===== config.mk =====
export PLATFORM = sky130hd
export DESIGN_NAME = cyk_rule_store
export DESIGN_NICKNAME = d
export VERILOG_FILES = /design/src/hdl/cyk_pkg.sv /design/src/hdl/cyk_rule_store.sv
export SDC_FILE = /design/constraint.sdc
export NUM_CORES = 1
export LEC_CHECK = 0
export BUFFER_PORTS_ARGS = -buffer_cell sky130_fd_sc_hd__buf_2
export CORE_MARGIN = 2
export CORE_UTILIZATION = 35
export DETAILED_ROUTE_END_ITERATION = 6
export SYNTH_ARGS = -nofsm -noshare
export SYNTH_HDL_FRONTEND = slang
export SYNTH_SLANG_ARGS = --single-unit

===== constraint.sdc =====
create_clock -name clk -period 4 [get_ports clk]
set_input_delay 0.8 -clock clk [delete_from_list [all_inputs] [get_ports clk]]
set_output_delay 0.8 -clock clk [all_outputs]
set_load 0.02 [all_outputs]

===== src/hdl/cyk_pkg.sv =====
// Shared types and constants for the CYK recognizer.
// No dependencies; cyk_if, cyk_rule_store and the top level refer to this package.
`default_nettype none
package cyk_pkg;

  localparam int SYM_W      = 8;
  localparam int NT_IDX_W   = 4;
  localparam int MASK_OUT_W = 16;

  localparam logic [1:0] OP_TERM  = 2'd0;
  localparam logic [1:0] OP_BIN   = 2'd1;
  localparam logic [1:0] OP_PUSH  = 2'd2;
  localparam logic [1:0] OP_CLEAR = 2'd3;

  typedef struct packed {
    logic                term_we;
    logic                bin_we;
    logic                clear;
    logic [SYM_W-1:0]    symbol;
    logic [NT_IDX_W-1:0] head;
    logic [NT_IDX_W-1:0] left_child;
    logic [NT_IDX_W-1:0] right_child;
  } rule_load_t;

  typedef struct packed {
    logic [NT_IDX_W-1:0] head;
    logic [SYM_W-1:0]    symbol;
  } term_rule_t;

  typedef struct packed {
    logic [NT_IDX_W-1:0] head;
    logic [NT_IDX_W-1:0] left_child;
    logic [NT_IDX_W-1:0] right_child;
  } bin_rule_t;

endpackage
`default_nettype wire


===== src/hdl/cyk_rule_store.sv =====
// Terminal and binary rule memories with their fill counts and drop flag.
// Depends on cyk_pkg.
`default_nettype none
module cyk_rule_store #(
  parameter int NONTERMINALS = 16,
  parameter int TERM_RULES   = 32,
  parameter int BIN_RULES    = 64
) (
  input  wire logic                                              clk,
  input  wire logic                                              rst_n,
  input  wire cyk_pkg::rule_load_t                               load,
  input  wire logic [((TERM_RULES > 1) ? $clog2(TERM_RULES) : 1)-1:0] term_raddr,
  input  wire logic [((BIN_RULES > 1) ? $clog2(BIN_RULES) : 1)-1:0]   bin_raddr,
  output cyk_pkg::term_rule_t                                    term_rdata,
  output cyk_pkg::bin_rule_t                                     bin_rdata,
  output logic [$clog2(TERM_RULES+1)-1:0]                        term_cnt,
  output logic [$clog2(BIN_RULES+1)-1:0]                         bin_cnt,
  output logic                                                   dropped
);
  localparam int TAW = (TERM_RULES > 1) ? $clog2(TERM_RULES) : 1;
  localparam int BAW = (BIN_RULES > 1) ? $clog2(BIN_RULES) : 1;
  localparam int TCW = $clog2(TERM_RULES+1);
  localparam int BCW = $clog2(BIN_RULES+1);

  cyk_pkg::term_rule_t term_mem [TERM_RULES];
  cyk_pkg::bin_rule_t  bin_mem  [BIN_RULES];

  logic [TCW-1:0] term_cnt_r;
  logic [BCW-1:0] bin_cnt_r;
  logic           dropped_r;
  logic           term_ok;
  logic           bin_ok;

  always_comb begin
    term_ok = (int'(load.head) < NONTERMINALS) && (int'(term_cnt_r) < TERM_RULES);
    bin_ok  = (int'(load.head) < NONTERMINALS) &&
              (int'(load.left_child) < NONTERMINALS) &&
              (int'(load.right_child) < NONTERMINALS) &&
              (int'(bin_cnt_r) < BIN_RULES);
  end

  always_ff @(posedge clk) begin
    if (!rst_n) begin
      term_cnt_r <= '0;
      bin_cnt_r  <= '0;
      dropped_r  <= 1'b0;
    end else if (load.clear) begin
      term_cnt_r <= '0;
      bin_cnt_r  <= '0;
      dropped_r  <= 1'b0;
    end else if (load.term_we) begin
      if (term_ok) term_cnt_r <= term_cnt_r + 1'b1;
      else dropped_r <= 1'b1;
    end else if (load.bin_we) begin
      if (bin_ok) bin_cnt_r <= bin_cnt_r + 1'b1;
      else dropped_r <= 1'b1;
    end
  end

  always_ff @(posedge clk) begin
    if (load.term_we && term_ok) begin
      term_mem[term_cnt_r[TAW-1:0]] <= '{head: load.head, symbol: load.symbol};
    end
    if (load.bin_we && bin_ok) begin
      bin_mem[bin_cnt_r[BAW-1:0]] <= '{head: load.head, left_child: load.left_child,
                                      right_child: load.right_child};
    end
    term_rdata <= term_mem[term_raddr];
    bin_rdata  <= bin_mem[bin_raddr];
  end

  assign term_cnt = term_cnt_r;
  assign bin_cnt  = bin_cnt_r;
  assign dropped  = dropped_r;
endmodule
`default_nettype wire


Word-level counts from Yosys, hierarchy flattened
Memory sizes are Yosys's and may differ from the RTL's. A register that Yosys moved wholly into a read port is not among the register bits.
Index checks and enable logic that the tools add are counted.
{"block": "totals", "reg_bits": 14, "ram_bits": 1152, "inputBits": 36, "output_inout_bits": 38, "elab_cells": 28, "memories": 2}
{"name": "bin_mem", "depth": 64, "width": 12, "read_ports": 1, "rd_ports_with_merged_regs": 1, "wr": 1, "line_no": "cyk_rule_store.sv:26", "text": "cyk_pkg::bin_rule_t bin_mem [BIN_RULES];"}
{"name": "term_mem", "depth": 32, "width": 12, "read_ports": 1, "rd_ports_with_merged_regs": 1, "wr": 1, "line_no": "cyk_rule_store.sv:25", "text": "cyk_pkg::term_rule_t term_mem [TERM_RULES];"}
{"block": "classes", "addsub": 2, "n_lt_le_gt_ge": 2, "eq_ne": 2, "muxes": 8, "bitwise_logic": 2, "reduce_logical": 7}
{"op": "1-bit two-way mux", "n": 8}
{"op": "7-bit by 1-bit adder with 7-bit output (second input constant)", "n": 1}
{"op": "7-bit less-than comparator (second input constant)", "n": 1}
{"op": "6-bit by 1-bit adder with 6-bit output (second input constant)", "n": 1}
{"op": "6-bit less-than comparator (second input constant)", "n": 1}
{"op": "3-bit AND reduction", "n": 2}
{"op": "2-bit != test (second input constant)", "n": 2}
{"op": "1-bit logical AND", "n": 2}
{"op": "1-bit NOT", "n": 2}
{"op": "2-bit AND reduction", "n": 1}
{"op": "2-bit nonzero test", "n": 1}
{"op": "2-bit OR reduction", "n": 1}

Depth between registers and ports, before layout
{"block": "logic_depth", "word_depth": 4, "depth_mapped": 9, "mapped_depth_nobuf": 5}

Worst setup path before layout
No wires, ideal clock.
{"block": "synth_timing", "path_type": "input port to flip-flop", "from": "in term_raddr[1] (netlist bit)", "to": "reg, netlist name term_rdata[10]", "setup_time_ns": 0.121, "t_arrival_ns": 2.572, "t_required_ns": 3.879, "path_slack_ns": 1.307, "path_stages": 6, "path_buffers": 3, "path_cell_list": "clkbuf_1 > buf_2 > clkbuf_1 > mux4_2 > mux4_2 > mux2_2"}
{"element": "start: declaration", "line_no": "cyk_rule_store.sv:12", "text": "input wire logic [((TERM_RULES > 1) ? $clog2(TERM_RULES) : 1)-1:0] term_raddr,"}

==> results.md <==
* Post-Layout Cell Count at ~4,100
* Std-Cell Rows at roughly 130
* CTS tree: built
* Io pins at 74
* CP max FO at 58
* CTS sink count at ~1,200
* Initial Util at 0.352
* First-pass GRT wire length at between 150 and 200 mm
* Worst skew pair latency at slightly above 700 ps
* Nets at roughly 2,300
* Min Hold Slack at 521 ps
* Reg2reg end: bin_mem[41][0]
* Die Ht at 364 um
* Final HPWL DP at 65.7 mm
* Count of cell types in the netlist at 42
* Routed via count at 21,700
* Placed cells at between 3,000 and 4,000
* Fin. max-slew vios at 0
* Worst VDD drop at ~0.51 mV
* CTS Hold Bufs at 0
* Post-synth EDFFs at roughly 1,200
* Average size of a mapped cell at approximately 22 um2
* Antenna Nets Post-Route at 0
* Max Clock Freq at 0.351 GHz
* Worst-path clk slew at approximately 60 ps
* Drc violations at 0
* RSZ-0062 raised after global routing: no
* Synth warn at 0
* Chip width at approximately 360 um
* Pin count of the biggest net entering global routing at 97
* Clock buffer count from CTS at ~110
* Post-CTS resize count at 0
* Post-Syn Instances at between 2,000 and 2,500
* Slew Limit Headroom at 0.115
* Total Routing Usage GR at 0.163
* Post-synthesis cell area at between 40,000 and 50,000 um2
* Clock root buffer: clkbuf_16
* R2R cell count at 4
* Minimum clock period at 2850 ps
* PwrDens at 485 nW/um2
* WP data required at ~4600 ps
* Pre-antenna DRT Iters at 6
* H-tree levels at 3
* Wire per inst at around 26 um
* Worst r2r src: bin_cnt[0]
* Die outline area at between 100,000 and 150,000 um2
* Period utilisation layout at 0.712
* Fraction of layout cells with a size suffix above 1 at 0.314
* Critical Path Sink Type: flop
* Synth async-reset ratio at 0
* Leakage power at ~0.016 uW
* I/O Buffers at between 70 and 80
* Routed WL at 108 mm
* Outcome: finished, final reports clean
* Global route overflow at 0
* Setup tns final at 0 ps
* P&R area growth vs syn at 15.5%
* Primary FF master, synth: edfxtp_1
* Hold WC Path Type: flop to flop
* Post-CTS setup buffer count at 0
* Sequential fraction of the synthesis area at 0.778
* Final Worst Setup Slack at around 1200 ps
* Startpoint types: primary input
* #FFs+latches synth at 1,190
* Post-Syn Nets at ~2,100
* Antenna violations before repair at 4
* Place WS at between 400 and 500 ps
* Gpl congestion at between 0.7 and 0.8
* Initial DRC Count at ~2,300
* Worst slew pin tran at 1330 ps
* Vias per std cell at ~5.3
* Flop2flop setup slack at 1430 ps
* Setup Skew at roughly 34 ps
* Final Hold Vio Count at 0
* Vias in the first global route at about 22,000
* Core Area at around 130,000 um2
* Crit path from: bin_raddr[0]
* Clock buffer depth at 3
* Final setup vio count at 0
* Max-cap viol count at 0
* WS Path Type: primary input to flop
* CP arrival at roughly 3400 ps
* Crit path to: bin_rdata[11]
[where the power goes]
part | switching, uW | total [uW] | internal (uW)
clock network | 4640 | 10400 | 5800
logic | 749 | 1210 | 466
registers | 49.8 | 13800 | 13700
[cells in the mapped netlist, drive strengths merged, types with 10 or more instances]
| library cell | instances | share of area |
|---|---|---|
| edfxtp | 1152 | 0.76 |
| mux4 | 312 | 0.15 |
| nor2 | 140 | 0.012 |
| buf | 58 | 0.0073 |
| clkbuf | 53 | 0.0044 |
| nand2 | 41 | 0.0034 |
| dfxtp | 38 | 0.017 |
| mux2i | 35 | 0.0077 |
| mux2 | 22 | 0.0055 |
| nand2b | 20 | 0.0028 |
| o21ai | 19 | 0.0021 |
| a21oi | 15 | 0.0017 |
| a211oi | 14 | 0.0023 |
| o22ai | 12 | 0.0017 |
| nand3b | 10 | 0.0017 |
[final cells by class]
| class | count | area, um2 |
|---|---|---|
| inverter | 2 | 7.51 |
| fill | 11300 | 76700 |
| antenna | 2 | 5.00 |
| tap | 1742 | 2180 |
| timing repair buffer | 229 | 1720 |
| sequential | 1190 | 35400 |
| clock inverter | 78 | 669 |
| clock buffer | 135 | 2980 |
| multi-input combinational | 730 | 9540 |
[worst min-delay path by stage]
stage | startpoint | end | depth (start not counted)
floorplan | dropped | dropped | 2
global placement | dropped | dropped | 2
detailed placement | term_cnt[5] | term_cnt[5] | 2
CTS | term_cnt[5] | term_cnt[5] | 2
global route | term_cnt[5] | term_cnt[5] | 2
finish | term_cnt[5] | term_cnt[5] | 2
[critical path, cell delays in order]
cell and delay, ps:
buf_8 440, buf_4 300, mux4_2 500, nor2b_1 150
a211oi_1 890, o41ai_1 180
[cell families (layout without fill, tap and decap cells)]
| kind of cell | Yosys count | count (layout) | share of synthesized area |
|---|---|---|---|
| AOI/OAI and AO/OA | 106 | 106 | 0.0158 |
| xor gates and xnor gates | 7 | 7 | 0.00135 |
| adders and majority gates | 5 | 5 | 0.00138 |
| buffers and inverters | 113 | 444 | 0.0118 |
| DFF | 1190 | 1190 | 0.778 |
| muxes | 369 | 369 | 0.168 |
| other | 0 | 2 | 0 |
| and+or+nand+nor | 243 | 243 | 0.0237 |
[stage by stage]
step           instance area [um2]  total power [uW]  utilization
2_1_floorplan                45400             14700            -
3_3_place_gp                 48800             15200        0.378
3_5_place_dp                 48800             15300        0.378
4_1_cts                      52400             25600        0.406
5_1_grt                      52400             26200        0.406
6_report                     52500             25400        0.406
[sequential cells by signal (all words and copies together), names as in the netlist]
| name | count |
|---|---|
| bin_mem | 768 |
| dropped | 1 |
| term_rdata | 12 |
| term_mem | 384 |
| bin_cnt | 7 |
| term_cnt | 6 |
| bin_rdata | 12 |
[per-layer routing]
| layer | wire (um) | share of wire | GRT usage |
|---|---|---|---|
| met4 | 2960 | 0.027 | 0.0472 |
| met1 | 44100 | 0.41 | 0.217 |
| met3 | 8590 | 0.080 | 0.0422 |
| met5 | 10 | 0.000093 | 0 |
| met2 | 52300 | 0.48 | 0.265 |
[layout by cell type, fill, tap and decap left out, types with 9 or more instances in the layout]
cell type  instances
buf_12            11
o22ai_1           12
o21ai_0           17
edfxtp_1        1152
clkinv_1          23
mux2_2            22
nor2_1           140
nand2_1           41
a21oi_1           15
clkinv_2          33
nand2b_1          20
buf_4            151
nand3b_1          10
mux2i_1           35
dfxtp_1           38
clkbuf_16        113
a31oi_1            9
mux4_2           312
clkbuf_1          15
nand3_1            9
buf_2             64
a211oi_1          14
No activity file was read; power rests on OpenSTA's default activity.
